--- config.mk ---
export PLATFORM = sky130hd
export DESIGN_NAME = url_value_encoder_unit
export DESIGN_NICKNAME = d
export VERILOG_FILES = /design/src/rtl/uve_pkg.sv /design/src/rtl/url_value_encoder_unit.sv /design/src/rtl/uve_encoder.sv /design/src/rtl/uve_serializer.sv
export SDC_FILE = /design/constraint.sdc
export NUM_CORES = 1
export LEC_CHECK = 0
export BUFFER_PORTS_ARGS = -buffer_cell sky130_fd_sc_hd__buf_2
export CORE_MARGIN = 5
export CORE_UTILIZATION = 55
export DETAILED_ROUTE_END_ITERATION = 16
export GPL_TIMING_DRIVEN = 0
export PLACE_DENSITY_LB_ADDON = 0.2
export REMOVE_ABC_BUFFERS = 1
export SETUP_SLACK_MARGIN = 0.15
export SLEW_MARGIN = 5
export SYNTH_ARGS = -nofsm -noshare
export SYNTH_HDL_FRONTEND = slang
export SYNTH_SLANG_ARGS = --single-unit
--- constraint.sdc ---
create_clock -name clock -period 4.8 [get_ports clock]
set_clock_uncertainty 0.15 [all_clocks]
set_input_delay 0.24 -clock clock [delete_from_list [all_inputs] [get_ports clock]]
set_output_delay 0.24 -clock clock [all_outputs]
set_load 0.02 [all_outputs]
--- src/rtl/uve_pkg.sv ---
// ----------------------------------------------------------------------------
// uve_pkg
// Shared types, character codes and lookup functions for the URL value
// encoder: Turkish letter folding, plain and reserved sets, hex digits.
// ----------------------------------------------------------------------------
package uve_pkg;

   // Most bytes one input item can expand to
   localparam int unsigned MaxOut     = 8;
   localparam int unsigned CountWidth = $clog2(MaxOut + 1);
   localparam int unsigned IdxWidth   = $clog2(MaxOut);

   // Characters with dollar escapes
   localparam logic [7:0] CharLt      = 8'h3C;
   localparam logic [7:0] CharGt      = 8'h3E;
   localparam logic [7:0] CharAmp     = 8'h26;
   localparam logic [7:0] CharEq      = 8'h3D;
   localparam logic [7:0] CharPercent = 8'h25;
   localparam logic [7:0] CharPlus    = 8'h2B;

   // Byte 0 is the first byte sent
   typedef logic [MaxOut-1:0][7:0] byte_vec_type;

   typedef struct packed {
      byte_vec_type          data;
      logic [CountWidth-1:0] count;
   } enc_type;

   typedef struct packed {
      logic       hit;
      logic [7:0] letter;
   } fold_type;

   // Turn a right-justified string literal into first-byte-at-index-0 order
   function automatic byte_vec_type text_to_vec(input byte_vec_type txt,
                                                input int unsigned  len);
      byte_vec_type vec;
      vec = '0;
      for (int unsigned k = 0; k < MaxOut; k++) begin
         if (k < len) begin
            vec[IdxWidth'(k)] = txt[IdxWidth'(len - 1 - k)];
         end
      end
      return vec;
   endfunction

   // ISO 8859-9 Turkish letters folded to plain ASCII
   function automatic fold_type fold_turkish(input logic [7:0] c);
      fold_type f;
      f.hit = 1'b1;
      case (c)
         8'hC7:   f.letter = "C";
         8'hD0:   f.letter = "G";
         8'hD6:   f.letter = "O";
         8'hDC:   f.letter = "U";
         8'hDD:   f.letter = "I";
         8'hDE:   f.letter = "S";
         8'hE7:   f.letter = "c";
         8'hF0:   f.letter = "g";
         8'hF6:   f.letter = "o";
         8'hFC:   f.letter = "u";
         8'hFD:   f.letter = "i";
         8'hFE:   f.letter = "s";
         default: begin
            f.hit    = 1'b0;
            f.letter = 8'h00;
         end
      endcase
      return f;
   endfunction

   // Letters, digits, -._~ and NUL
   function automatic logic is_plain(input logic [7:0] c);
      logic r;
      case (c) inside
         ["0":"9"], ["A":"Z"], ["a":"z"],
         "-", ".", "_", "~", 8'h00: r = 1'b1;
         default:                   r = 1'b0;
      endcase
      return r;
   endfunction

   // :/?#[]@!$&'()*+,;=
   function automatic logic is_reserved(input logic [7:0] c);
      logic r;
      case (c) inside
         ":", "/", "?", "#", "[", "]", "@", "!", "$", "&",
         8'h27, "(", ")", "*", "+", ",", ";", "=": r = 1'b1;
         default:                                  r = 1'b0;
      endcase
      return r;
   endfunction

   // Lower-case hex digit
   function automatic logic [7:0] hex_char(input logic [3:0] nib);
      logic [7:0] r;
      if (nib < 4'd10) begin
         r = 8'h30 + {4'h0, nib};
      end else begin
         r = 8'h57 + {4'h0, nib};
      end
      return r;
   endfunction

endpackage

--- src/rtl/url_value_encoder_unit.sv ---
// Pipeline: an accepted item is held in the input register, encoded out of
// it and loaded into the byte-group register once that register is free;
// its first result is offered from the byte-group register.
// Throughput: one result item per cycle while rsp_stall is low;
// an input item holds the group register until its results (1 to 8) are
// taken, so plain bytes stream at one item per cycle. A dropped byte leaves
// the input register without loading the group and yields no result.
// Reset: synchronous, active high; clears the pipeline, include_reserved = 1.
// ----------------------------------------------------------------------------
// url_value_encoder_unit
// URL value encoder: dollar escapes, Turkish letter folding, pass-through of
// safe bytes and lower-case percent encoding, one result byte per item.
// ----------------------------------------------------------------------------
module url_value_encoder_unit
   import uve_pkg::*;
(
   input  logic       clock,
   input  logic       reset,
   input  logic       csr_wr_en,
   input  logic       csr_wr_data,
   input  logic       req_valid,
   output logic       req_stall,
   input  logic [7:0] req_in_byte,
   input  logic       req_in_last,
   output logic       rsp_valid,
   input  logic       rsp_stall,
   output logic [7:0] rsp_out_byte,
   output logic       rsp_out_valid,
   output logic       rsp_run_last,
   output logic       rsp_value_end
);

   logic       include_reserved_ff, include_reserved_in;
   logic       in_valid_ff, in_valid_in;
   logic [7:0] in_byte_ff, in_byte_in;
   logic       in_last_ff, in_last_in;
   enc_type    enc;
   logic       drop;
   logic       grp_free;
   logic       consume;
   logic       accept;

   // Configuration register
   assign include_reserved_in = csr_wr_en ? csr_wr_data : include_reserved_ff;

   // Encode the held item
   uve_encoder u_encoder (
      .in_byte          (in_byte_ff),
      .include_reserved (include_reserved_ff),
      .enc              (enc)
   );

   // Bytes that yield nothing and are not last vanish without a result
   assign drop    = (enc.count == '0) && !in_last_ff;
   assign consume = in_valid_ff && (drop || grp_free);
   assign req_stall = in_valid_ff && !consume;
   assign accept  = req_valid && !req_stall;

   // Input register next values
   always_comb begin
      in_valid_in = in_valid_ff;
      in_byte_in  = in_byte_ff;
      in_last_in  = in_last_ff;
      if (accept) begin
         in_valid_in = 1'b1;
         in_byte_in  = req_in_byte;
         in_last_in  = req_in_last;
      end else if (consume) begin
         in_valid_in = 1'b0;
      end
   end

   // Control registers
   always_ff @(posedge clock) begin
      if (reset) begin
         include_reserved_ff <= 1'b1;
         in_valid_ff         <= 1'b0;
      end else begin
         include_reserved_ff <= include_reserved_in;
         in_valid_ff         <= in_valid_in;
      end
   end

   // Payload registers
   always_ff @(posedge clock) begin
      in_byte_ff <= in_byte_in;
      in_last_ff <= in_last_in;
   end

   // Byte group output
   uve_serializer u_serializer (
      .clock         (clock),
      .reset         (reset),
      .load          (in_valid_ff && !drop),
      .load_enc      (enc),
      .load_last     (in_last_ff),
      .free          (grp_free),
      .rsp_valid     (rsp_valid),
      .rsp_stall     (rsp_stall),
      .rsp_out_byte  (rsp_out_byte),
      .rsp_out_valid (rsp_out_valid),
      .rsp_run_last  (rsp_run_last),
      .rsp_value_end (rsp_value_end)
   );

endmodule

--- src/rtl/uve_encoder.sv ---
// ----------------------------------------------------------------------------
// uve_encoder
// Maps one raw byte to its encoded byte group (0 to 8 bytes) and count.
// ----------------------------------------------------------------------------
module uve_encoder
   import uve_pkg::*;
(
   input  logic [7:0] in_byte,
   input  logic       include_reserved,
   output enc_type    enc
);

   fold_type fold;

   assign fold = fold_turkish(in_byte);

   // Escape, fold, pass or percent-encode
   always_comb begin
      enc = '0;
      case (in_byte)
         CharLt: begin
            enc.data  = text_to_vec(byte_vec_type'("$lt;"), 4);
            enc.count = CountWidth'(4);
         end
         CharGt: begin
            enc.data  = text_to_vec(byte_vec_type'("$gt;"), 4);
            enc.count = CountWidth'(4);
         end
         CharAmp: begin
            enc.data  = text_to_vec(byte_vec_type'("$amp;"), 5);
            enc.count = CountWidth'(5);
         end
         CharEq: begin
            enc.data  = text_to_vec(byte_vec_type'("$eq;"), 4);
            enc.count = CountWidth'(4);
         end
         CharPercent: begin
            enc.data  = text_to_vec(byte_vec_type'("$percnt;"), 8);
            enc.count = CountWidth'(8);
         end
         CharPlus: begin
            enc.data  = text_to_vec(byte_vec_type'("$plus;"), 6);
            enc.count = CountWidth'(6);
         end
         default: begin
            if (in_byte[7]) begin
               // high half: fold Turkish letters, drop anything else
               enc.data[0] = fold.letter;
               enc.count   = fold.hit ? CountWidth'(1) : CountWidth'(0);
            end else if (is_plain(in_byte) ||
                         (!include_reserved && is_reserved(in_byte))) begin
               enc.data[0] = in_byte;
               enc.count   = CountWidth'(1);
            end else begin
               enc.data[0] = "%";
               enc.data[1] = hex_char(in_byte[7:4]);
               enc.data[2] = hex_char(in_byte[3:0]);
               enc.count   = CountWidth'(3);
            end
         end
      endcase
   end

endmodule

--- src/rtl/uve_serializer.sv ---
// ----------------------------------------------------------------------------
// uve_serializer
// Holds one encoded byte group and sends it out one byte per result item,
// or one empty end marker for an empty final group.
// ----------------------------------------------------------------------------
module uve_serializer
   import uve_pkg::*;
(
   input  logic       clock,
   input  logic       reset,
   input  logic       load,
   input  enc_type    load_enc,
   input  logic       load_last,
   output logic       free,
   output logic       rsp_valid,
   input  logic       rsp_stall,
   output logic [7:0] rsp_out_byte,
   output logic       rsp_out_valid,
   output logic       rsp_run_last,
   output logic       rsp_value_end
);

   logic                  grp_valid_ff, grp_valid_in;
   enc_type               grp_enc_ff, grp_enc_in;
   logic                  grp_last_ff, grp_last_in;
   logic [IdxWidth-1:0]   idx_ff, idx_in;
   logic                  empty;
   logic                  final_byte;
   logic                  fire;
   logic                  done;
   logic [CountWidth-1:0] last_idx;

   // Position of the group's final byte
   assign empty      = (grp_enc_ff.count == '0);
   assign last_idx   = grp_enc_ff.count - CountWidth'(1);
   assign final_byte = empty || ({1'b0, idx_ff} == last_idx);

   // Handshake
   assign fire = grp_valid_ff && !rsp_stall;
   assign done = fire && final_byte;
   assign free = !grp_valid_ff || done;

   // Result fields
   assign rsp_valid     = grp_valid_ff;
   assign rsp_out_byte  = empty ? 8'h00 : grp_enc_ff.data[idx_ff];
   assign rsp_out_valid = !empty;
   assign rsp_run_last  = final_byte;
   assign rsp_value_end = final_byte && grp_last_ff;

   // Next group state
   always_comb begin
      grp_valid_in = grp_valid_ff;
      grp_enc_in   = grp_enc_ff;
      grp_last_in  = grp_last_ff;
      idx_in       = idx_ff;
      if (load && free) begin
         grp_valid_in = 1'b1;
         grp_enc_in   = load_enc;
         grp_last_in  = load_last;
         idx_in       = '0;
      end else if (done) begin
         grp_valid_in = 1'b0;
      end else if (fire) begin
         idx_in = idx_ff + IdxWidth'(1);
      end
   end

   // Control registers
   always_ff @(posedge clock) begin
      if (reset) begin
         grp_valid_ff <= 1'b0;
         idx_ff       <= '0;
      end else begin
         grp_valid_ff <= grp_valid_in;
         idx_ff       <= idx_in;
      end
   end

   // Payload registers
   always_ff @(posedge clock) begin
      grp_enc_ff  <= grp_enc_in;
      grp_last_ff <= grp_last_in;
   end

endmodule
=== Word level (Yosys, flattened, before mapping) ===
Index checks and enable logic that the tools add are counted.

* $add $sub $neg: 6
* Order comparisons: 9
* Eq/ne operators: 38
* Multiplexer cells: 24
* Bitwise operators: 1
* Reduce and logical (&&, ||, !) cells: 37

{| class="wikitable"
|+ Operator list
! kind !! number
|-
| 28-bit one-hot mux with 6 select lines || 1
|-
| 8-bit by 6-bit == test with 1-bit output, second input constant || 20
|-
| 38-bit one-hot mux with 4 select lines || 1
|-
| 8-bit == test, second input constant || 12
|-
| 7-bit one-hot mux with 12 select lines || 1
|-
| 8-bit by 7-bit == test with 1-bit output, second input constant || 5
|-
| 16-bit two-way mux || 2
|-
| 8-bit two-way mux || 4
|-
| 8-bit binary-select mux with 3-bit select || 1
|-
| 18-bit OR reduction || 1
|-
| 7-bit by 4-bit adder with 8-bit output, first input constant || 2
|-
| 8-bit by 7-bit >= comparator with 1-bit output, second input constant || 2
|-
| 8-bit by 7-bit <= comparator with 1-bit output, second input constant || 2
|-
| 6-bit by 4-bit adder with 7-bit output, first input constant || 2
|-
| 1-bit logical AND || 13
|-
| 1-bit two-way mux || 12
|-
| 12-bit two-way mux || 1
|-
| 12-bit OR reduction || 1
|-
| 11-bit two-way mux || 1
|-
| 8-bit by 6-bit >= comparator with 1-bit output, second input constant || 1
|-
| 8-bit by 6-bit <= comparator with 1-bit output, second input constant || 1
|-
| 1-bit zero test || 8
|-
| 4-bit zero test || 2
|-
| 8-bit zero test || 1
|-
| 13 further kinds || 18
|}

* Register bits after elaboration: 84
* Input port bits: 15
* Output and inout bits: 13
* Word-level logic and storage cells: 131

=== Longest topological paths before layout ===
Gate-level depths: netlist (run 1).

* Depth after elaboration: 19
* Gate-level depth with buffers: 10

=== By module ===
A second synthesis (run 1) with hierarchy kept.

* Cells, all modules: 372
* Area total of the unflattened synthesis: 4,707.0 um^2

{| class="wikitable"
|+ Modules (own cells, without submodules)
! module !! times used !! cells an instance !! area each (um^2)
|-
| uve_serializer || 1 || 154 || 2,947.8
|-
| uve_encoder || 1 || 197 || 1,381.3
|-
| url_value_encoder_unit || 1 || 21 || 377.9
|}

=== Least setup slack after synthesis (run 1) ===
No wires, ideal clock.

* Kind: reg-to-reg
* Start: register in_byte_ff[0]
* End: register u_serializer.grp_enc_ff[0] (netlist name), enable pin
* Library setup time: 0.436 ns
* Arrival: 3.381 ns
* Required time: 4.214 ns
* Setup slack: 0.833 ns
* Stages on the path, launching flop included: 9
* Buffers on the path: 1
* Clock period less this slack: 3.967 ns
* Cell sequence: edfxtp_1 inv_1 ha_1 clkbuf_1 o21a_1 o221ai_1 o21bai_1 o31ai_1 nor2b_1

* Cells in the longest elaborated chain, start to end: 15

{| class="wikitable"
|+ Ends and longest elaborated chain
! item !! RTL line !! source
|-
| from (decl) || url_value_encoder_unit.sv:35 || <nowiki>logic [7:0] in_byte_ff, in_byte_in;</nowiki>
|-
| from (signal assigned) || url_value_encoder_unit.sv:86 || <nowiki>in_byte_ff <= in_byte_in;</nowiki>
|-
| 8-bit by 7-bit >= comparator with 1-bit output (implied by the code), or another cell as far along || uve_encoder.sv:50 || <nowiki>end else if (is_plain(in_byte) ||</nowiki>
|-
| 1-bit logical AND (implied by the code) / 18-bit OR reduction (equally long branches) || uve_encoder.sv:50, uve_pkg.sv:86 ||
|-
| 8-bit OR reduction / 1-bit two-way mux (equally long branches) || uve_pkg.sv:75, uve_pkg.sv:86 ||
|-
| 1-bit two-way mux (on tied branches) || uve_pkg.sv:75, uve_encoder.sv:46 ||
|-
| 1-bit two-way mux (on tied branches) || uve_encoder.sv:46, uve_encoder.sv:20 ||
|-
| 1-bit two-way mux / 1-bit logical AND (equally long branches) || uve_encoder.sv:20, uve_encoder.sv:51 ||
|-
| 1-bit logical OR || uve_encoder.sv:50 ||
|-
| 11-bit two-way mux || uve_encoder.sv:50 ||
|-
| 12-bit two-way mux || uve_encoder.sv:46 || <nowiki>if (in_byte[7]) begin</nowiki>
|-
| 28-bit one-hot mux with 6 select lines (*) || uve_encoder.sv:20 || <nowiki>case (in_byte)</nowiki>
|-
| 4-bit zero test (*) || url_value_encoder_unit.sv:54 || <nowiki>assign drop = (enc.count == '0) && !in_last_ff;</nowiki>
|-
| 1-bit logical AND (*) || url_value_encoder_unit.sv:54 ||
|-
| 1-bit zero test (*) || url_value_encoder_unit.sv:94 || <nowiki>.load (in_valid_ff && !drop),</nowiki>
|-
| 1-bit logical AND (*) || url_value_encoder_unit.sv:94 ||
|-
| 1-bit logical AND (*) || uve_serializer.sv:56 || <nowiki>if (load && free) begin</nowiki>
|-
| to (signal assigned) || uve_serializer.sv:81 || <nowiki>grp_enc_ff <= grp_enc_in;</nowiki>
|-
| to (decl) || uve_serializer.sv:24 || <nowiki>enc_type grp_enc_ff, grp_enc_in;</nowiki>
|}

Every way passes the cells marked *; elsewhere a longest branch is shown, timed or not. The select of a mux whose other input is x is not followed.
A chain may end at the register's enable or synchronous reset.

=== Worst setup path in the final report (run 1) ===
* Start: register in_byte_ff[1]
* End: output req_stall

* Cells in the longest elaborated chain, start to end: 16

{| class="wikitable"
|+ Ends and longest elaborated chain
! item !! RTL line !! source
|-
| 8-bit by 7-bit >= comparator with 1-bit output (implied by the code), or another cell as far along || uve_encoder.sv:50 ||
|-
| 1-bit logical AND (implied by the code) / 18-bit OR reduction (equally long branches) || uve_encoder.sv:50, uve_pkg.sv:86 ||
|-
| 8-bit OR reduction / 1-bit two-way mux (equally long branches) || uve_pkg.sv:75, uve_pkg.sv:86 ||
|-
| 1-bit two-way mux (on tied branches) || uve_pkg.sv:75, uve_encoder.sv:46 ||
|-
| 1-bit two-way mux (on tied branches) || uve_encoder.sv:46, uve_encoder.sv:20 ||
|-
| 1-bit two-way mux / 1-bit logical AND (equally long branches) || uve_encoder.sv:20, uve_encoder.sv:51 ||
|-
| 1-bit logical OR || uve_encoder.sv:50 ||
|-
| 11-bit two-way mux || uve_encoder.sv:50 ||
|-
| 12-bit two-way mux || uve_encoder.sv:46 ||
|-
| 28-bit one-hot mux with 6 select lines (*) || uve_encoder.sv:20 ||
|-
| 4-bit zero test (*) || url_value_encoder_unit.sv:54 ||
|-
| 1-bit logical AND (*) || url_value_encoder_unit.sv:54 ||
|-
| 1-bit logical OR (*) || url_value_encoder_unit.sv:55 || <nowiki>assign consume = in_valid_ff && (drop || grp_free);</nowiki>
|-
| 1-bit logical AND (*) || url_value_encoder_unit.sv:55 ||
|-
| 1-bit zero test (*) || url_value_encoder_unit.sv:56 || <nowiki>assign req_stall = in_valid_ff && !consume;</nowiki>
|-
| 1-bit logical AND (*) || url_value_encoder_unit.sv:56 ||
|-
| to (decl) || url_value_encoder_unit.sv:22 || <nowiki>output logic req_stall,</nowiki>
|}

Marked as above.

==> flow_summary.json, run 1 <==
{
  "crit_path_top_delay_cell": "edfxtp_1",
  "clock-root-buffer": "clkbuf_8",
  "power_density_nw_per_um2": 272,
  "antenna_found_initial": 0,
  "hold_viol": 0,
  "crit_top_cell": "inv_1",
  "grt.total_usage_pct": 19.4,
  "vias_per_cell": 5.89,
  "arrival_ps": 3090,
  "grt_overflow": 0,
  "area_growth_pct": 11.6,
  "syn_area_um2": 3250,
  "cap_viol_max_count": 0,
  "rsz0062_at_grt": "no",
  "cts-htree-levels": 2,
  "num_io_pins": 28,
  "rows": 28,
  "synth_edf_count": 45,
  "relSlewSlack_pct": 32.3,
  "grt_pass1_vias": 2370,
  "cpLargestDelayFamily": "compound AO/OA/AOI/OAI gates",
  "yosysWarnings": 0,
  "num-fill-cells": 496,
  "dr.pass1.iters": 5,
  "detail_route.wl_per_cell_um": 16.8,
  "route.detailed.drc": 0,
  "clk_pin_slew_ps": 100,
  "grt_pass1_wl_um": 11500,
  "min_path_type": "in -> reg",
  "p_sw_share_pct": 25.7,
  "die_x_um": 86.9,
  "wl_um": 6830,
  "synth_async_sr_flop_share_pct": 0,
  "die_area_um2": 7550,
  "power_frac_comb_pct": 15.0,
  "syn_inst": 305,
  "multi_input_area_um2": 1590,
  "numCtsBuffers": 5,
  "hold-worst-slack_ps": 18.6,
  "cpPeakStageDelay_ps": 580,
  "start_kind": "flip-flop",
  "slew_viol_final": 0,
  "yosysUniqueCellTypes": 59,
  "cp_num_buf_inv": 3,
  "die_y_um": 86.9,
  "final_util_pct": 62.3,
  "drtAntennaViolNets": 0,
  "diodes": 0,
  "clk-insertion-delay-late_ps": 310,
  "vias": 2399,
  "dp_hpwl_um": 4860,
  "critical_path.cell_chain": "inv_1, ha_1, o21a_1, o221ai_1, o21bai_1, o31ai_1, or2_2, inv_1, buf_2",
  "layout_common_cells": "edfxtp_1, inv_1, buf_2",
  "ys_seq_area_share_pct": 45.3,
  "core_um2": 5820,
  "nNetsFinal": 360,
  "regArea_um2": 1470,
  "grt_max_degree": 36,
  "gp_congestion": 0.952,
  "clock-sinks": 51,
  "fin_crit_ps": 3480,
  "io_buffers": 26,
  "tightest_slew_ps": 1010,
  "setup_viol": 0,
  "drt-initial-drc-count": 172,
  "cts_tree": "built",
  "outcome": "complete, no violations",
  "cp.required_ps": 4410,
  "critical_path_class": "reg -> out",
  "drive_gt1_share_pct": 18.1,
  "fmax_ghz": 0.287,
  "synth_area_per_cell_um2": 10.7,
  "leakage_nw": 1.45,
  "period_share_pct": 72.5,
  "path_max_fanout": 10,
  "start_util_pct": 55.9,
  "p_switching_mw": 0.254,
  "clockBufferDepth": 2,
  "final_common_cell": "edfxtp_1",
  "endpoint_kind": "primary output",
  "cts_resized": 0,
  "synth_flop_cell": "edfxtp_1",
  "p_seq_share_pct": 54.2,
  "synth-seq-cells": 51,
  "clkPwrFrac_pct": 30.8,
  "p_int_mw": 0.732,
  "peakVddDrop_mv": 0.139
}
-- final timing paths --
| path | start | to | slack, ps | depth (start not counted) |
|---|---|---|---|---|
| setup / recovery | in_byte_ff[1] | req_stall | 1320 | 9 |
| hold / removal | req_valid | in_valid_ff | 20 | 3 |
| setup reg to reg | in_byte_ff[1] | in_byte_ff[4] | 1330 | 8 |
| hold reg to reg | in_last_ff | u_serializer.grp_last_ff | 320 | 0 |
-- timing repair --
item / CTS / global route
hold endpoints to repair: 10 / 0
hold buffers: 11 / 0
setup buffers: 0 / 0
-- stage by stage --
stage / total power [mW] / instances / setup TNS (ps) / instance area [µm²] / setup WS (ps)
global route: 1.03 / 407 / 0 / 3630 / 1070
finish: 0.986 / 407 / 0 / 3630 / 1320
global placement: 0.679 / 387 / -4080 / 3370 / -115
CTS: 0.991 / 407 / 0 / 3630 / 1320
detailed placement: 0.684 / 388 / 0 / 3400 / 1370
floorplan: 0.639 / 286 / 0 / 3150 / 869
-- area by class of cell --
| type | instances | area share, % |
|---|---|---|
| clock buffer | 5 | 1.90 |
| tap | 75 | 2.59 |
| inverter | 26 | 2.69 |
| timing repair buffer | 38 | 7.18 |
| multi-input combinational | 209 | 43.8 |
| sequential | 51 | 40.6 |
| clock inverter | 3 | 1.28 |
-- cells in the mapped netlist (3+ instances only) --
| master | number | area (µm²) |
|---|---|---|
| o21ai_0 | 12 | 60.1 |
| nand4_1 | 3 | 18.8 |
| nor2_1 | 13 | 48.8 |
| o22ai_1 | 5 | 31.3 |
| nor3_1 | 5 | 25.0 |
| inv_1 | 26 | 97.6 |
| ha_1 | 14 | 175 |
| and2_1 | 3 | 18.8 |
| nand3_1 | 9 | 45.0 |
| nor3b_1 | 5 | 37.5 |
| xor2_1 | 4 | 35.0 |
| o311ai_2 | 3 | 48.8 |
| dfxtp_1 | 6 | 120 |
| nor2b_1 | 10 | 62.6 |
| mux4_2 | 7 | 158 |
| mux2i_1 | 4 | 40.0 |
| clkbuf_1 | 9 | 33.8 |
| nand2_1 | 25 | 93.8 |
| a31oi_1 | 4 | 25.0 |
| o31ai_1 | 5 | 37.5 |
| buf_2 | 5 | 25.0 |
| a21oi_1 | 18 | 90.1 |
| nand2b_1 | 12 | 75.1 |
| o211ai_1 | 7 | 52.6 |
| edfxtp_1 | 45 | 1350 |
-- state kept, by name (all words and copies together) (netlist names) --
| register | flops |
|---|---|
| u_serializer.grp_enc_ff | 35 |
| in_byte_ff | 8 |
| u_serializer.idx_ff | 3 |
| in_last_ff | 1 |
| in_valid_ff | 1 |
| include_reserved_ff | 1 |
| u_serializer.grp_last_ff | 1 |
| u_serializer.rsp_valid | 1 |
-- routing by layer --
metal,vias up,part of all wire (%),GRT usage [%]
li1,1170,-,-
met1,1127,42,26.3
met2,83,50,31.7
met3,19,5.6,2.74
met4,0,2.5,6.80
met5,-,0,0
-- power by group through the flow --
stage	clock, mW	combinational (mW)	sequential [mW]
global route	0.326	0.163	0.538
global placement	0	0.134	0.545
detailed placement	0	0.140	0.545
floorplan	0	0.101	0.538
CTS	0.309	0.148	0.534
finish	0.303	0.148	0.534
-- worst min-delay path, delay by kind of cell --
| kind | cells | cell delay (ps) |
|---|---|---|
| AOI/OAI and AO/OA | 1 | 50 |
| buffers and inverters | 2 | 140 |
-- cells by family (layout without fill, tap and decap cells) --
kind of cell | after synthesis | in the layout | share of synthesized area (%)
xor gates and xnor gates | 6 | 6 | 1.62
other | 1 | 1 | 0.115
muxes | 11 | 11 | 6.08
and+or+nand+nor | 101 | 101 | 17.8
AOI/OAI and AO/OA | 76 | 76 | 17.6
adders and majority gates | 14 | 14 | 5.39
buffers and inverters | 45 | 72 | 6.08
DFF | 51 | 51 | 45.3
Power figures use the tool's default switching activity.
==> run 2: changes to the inputs <==
Clock period 4.8 ns to 3.3 ns, I/O delays scaled along.
==> flow_summary.json, run 2 (synthesized netlist as in run 1, its figures left out) <==
{
  "tightest_slew_ps": 813,
  "final_common_cell": "edfxtp_1",
  "die_area_um2": 7550,
  "arrival_ps": 3120,
  "p_switching_mw": 0.376,
  "die_x_um": 86.9,
  "antenna_found_initial": 0,
  "start_util_pct": 55.9,
  "fin_crit_ps": 3060,
  "clkPwrFrac_pct": 30.5,
  "detail_route.wl_per_cell_um": 16.9,
  "gp_congestion": 0.952,
  "holdPathStages": 4,
  "dp_hpwl_um": 4860,
  "vias": 2470,
  "core_um2": 5820,
  "regArea_um2": 1470,
  "clock-root-buffer": "clkbuf_8",
  "die_y_um": 86.9,
  "final_util_pct": 64.5,
  "cts_tree": "built",
  "cp.required_ps": 3360,
  "hp-start": "rsp_stall",
  "drtAntennaViolNets": 0,
  "start_kind": "flip-flop",
  "endpoint_kind": "flip-flop",
  "clockBufferDepth": 2,
  "power_frac_comb_pct": 15.9,
  "outcome": "complete, no violations",
  "grt_pass1_vias": 2422,
  "rsz0062_at_grt": "yes",
  "fmax_ghz": 0.327,
  "crit_path_top_delay_cell": "dlygate4sd3_1",
  "grt_overflow": 0,
  "critical_path.cell_chain": "inv_1, ha_4, o21a_1, o221ai_1, o21bai_1, o31ai_2, or2_2, a21oi_1, dlygate4sd3_1",
  "r2r_setup_slack_ps": 240,
  "cpLargestDelayFamily": "compound AO/OA/AOI/OAI gates",
  "ff2ff_path_depth": 9,
  "num-fill-cells": 486,
  "vias_per_cell": 5.94,
  "regMostFlops": "u_serializer.grp_enc_ff",
  "drt-initial-drc-count": 161,
  "final_cell_count_no_fill": 416,
  "largest_register_ffs": 35,
  "critical_path_class": "reg -> reg",
  "num_io_pins": 28,
  "path_max_fanout": 12,
  "p_seq_share_pct": 53.5,
  "numCtsBuffers": 5,
  "cp_num_buf_inv": 2,
  "multi_input_area_um2": 1640,
  "clk_pin_slew_ps": 100,
  "power_density_nw_per_um2": 387,
  "relSlewSlack_pct": 45.7,
  "cpPeakStageDelay_ps": 550,
  "clk-insertion-delay-late_ps": 310,
  "placedCellCount": 388,
  "cts-htree-levels": 2,
  "rows": 28,
  "grt_max_degree": 36,
  "period_share_pct": 92.7,
  "clock-sinks": 51,
  "wl_um": 7030,
  "io_buffers": 26,
  "drive_gt1_share_pct": 22.3,
  "peakVddDrop_mv": 0.195,
  "layout_common_cells": "edfxtp_1, buf_2, inv_1, nand2_1, a21oi_1",
  "dr.pass1.iters": 5,
  "nNetsFinal": 369,
  "top_regs": "u_serializer.grp_enc_ff: 35 flops, in_byte_ff: 8 flops, u_serializer.idx_ff: 3 flops",
  "grt.total_usage_pct": 19.7,
  "cap_viol_max_count": 0,
  "grt_pass1_wl_um": 11800,
  "hold_viol": 0,
  "p_sw_share_pct": 25.9,
  "route.detailed.drc": 0,
  "r2r-start": "in_byte_ff[0]",
  "min_path_type": "in -> reg",
  "p_int_mw": 1.07,
  "setup_viol": 0,
  "diodes": 0,
  "r2r_end": "in_valid_ff",
  "slew_viol_final": 0,
  "holdPathEnd": "u_serializer.idx_ff[0]",
  "leakage_nw": 1.49,
  "area_growth_pct": 15.5
}
[run 2: changes by cell type in the layout (fill, tap and decap cells not counted), sizes merged]
| cell | before | now |
|---|---|---|
| buf | 27 | 34 |
| dlygate4sd3 | 11 | 13 |
| clkinvlp | 1 | 2 |
| inv | 27 | 26 |
[run 2: worst max path at each step]
stage,from,to,slack [ps],cells past startpoint
6_report,in_byte_ff[0],in_valid_ff,240,9
5_1_grt,in_byte_ff[2],in_valid_ff,100,7
4_1_cts,in_byte_ff[0],in_valid_ff,190,10
3_5_place_dp,in_byte_ff[1],in_byte_ff[4],-130,8
3_3_place_gp,in_byte_ff[0],u_serializer.grp_enc_ff[33],-1620,8
2_1_floorplan,u_serializer.grp_enc_ff[0],u_serializer.grp_enc_ff[0],-630,6
[run 2: layout make-up]
| type | instances | area share, % |
|---|---|---|
| Inverter | 26 | 2.70 |
| Tap cell | 75 | 2.50 |
| Clock inverter | 3 | 1.23 |
| Timing Repair Buffer | 47 | 8.87 |
| Multi-Input combinational cell | 209 | 43.6 |
| Clock buffer | 5 | 1.83 |
| Sequential cell | 51 | 39.2 |
[run 2: stage by stage]
step | hold WS, ps | total power [mW] | setup TNS [ps] | setup slack, ps | area [µm²]
floorplan | 84.1 | 0.930 | -23670 | -631 | 3150
global placement | 192 | 0.988 | -61020 | -1620 | 3370
detailed placement | 193 | 0.996 | -1160 | -129 | 3400
CTS | 115 | 1.45 | 0 | 188 | 3710
global route | 143 | 1.51 | 0 | 101 | 3750
finish | 108 | 1.45 | 0 | 240 | 3750
[run 2: timing repair]
item	CTS	global route
hold buffers	13	0
hold endpoints to repair	15	0
pin swaps	0	2
resized for setup	5	7
endpoints found under the setup margin	17	57
setup buffers	5	2
[run 2: power by group through the flow]
stage | clock network (mW) | registers [mW] | logic (mW)
after floorplan | 0 | 0.783 | 0.147
after global routing | 0.473 | 0.782 | 0.252
after global placement | 0 | 0.793 | 0.195
after detailed placement | 0 | 0.792 | 0.204
final | 0.443 | 0.777 | 0.231
after CTS | 0.450 | 0.776 | 0.223
[run 2: layer usage]
layer  vias to the layer above  wire length (µm)  track usage, %
li1                       1194                 -               -
met2                        96              3500            32.5
met1                      1162              2900            26.4
met4                         0               191            7.51
met3                        18               431            2.84
met5                         -                 0               0
[run 2: worst min-delay path, delay by kind of cell]
| family | cells | cell delay (ps) |
|---|---|---|
| buffers and inverters | 1 | 110 |
| AOI/OAI and AO/OA | 2 | 210 |
| and+or+nand+nor | 1 | 50 |
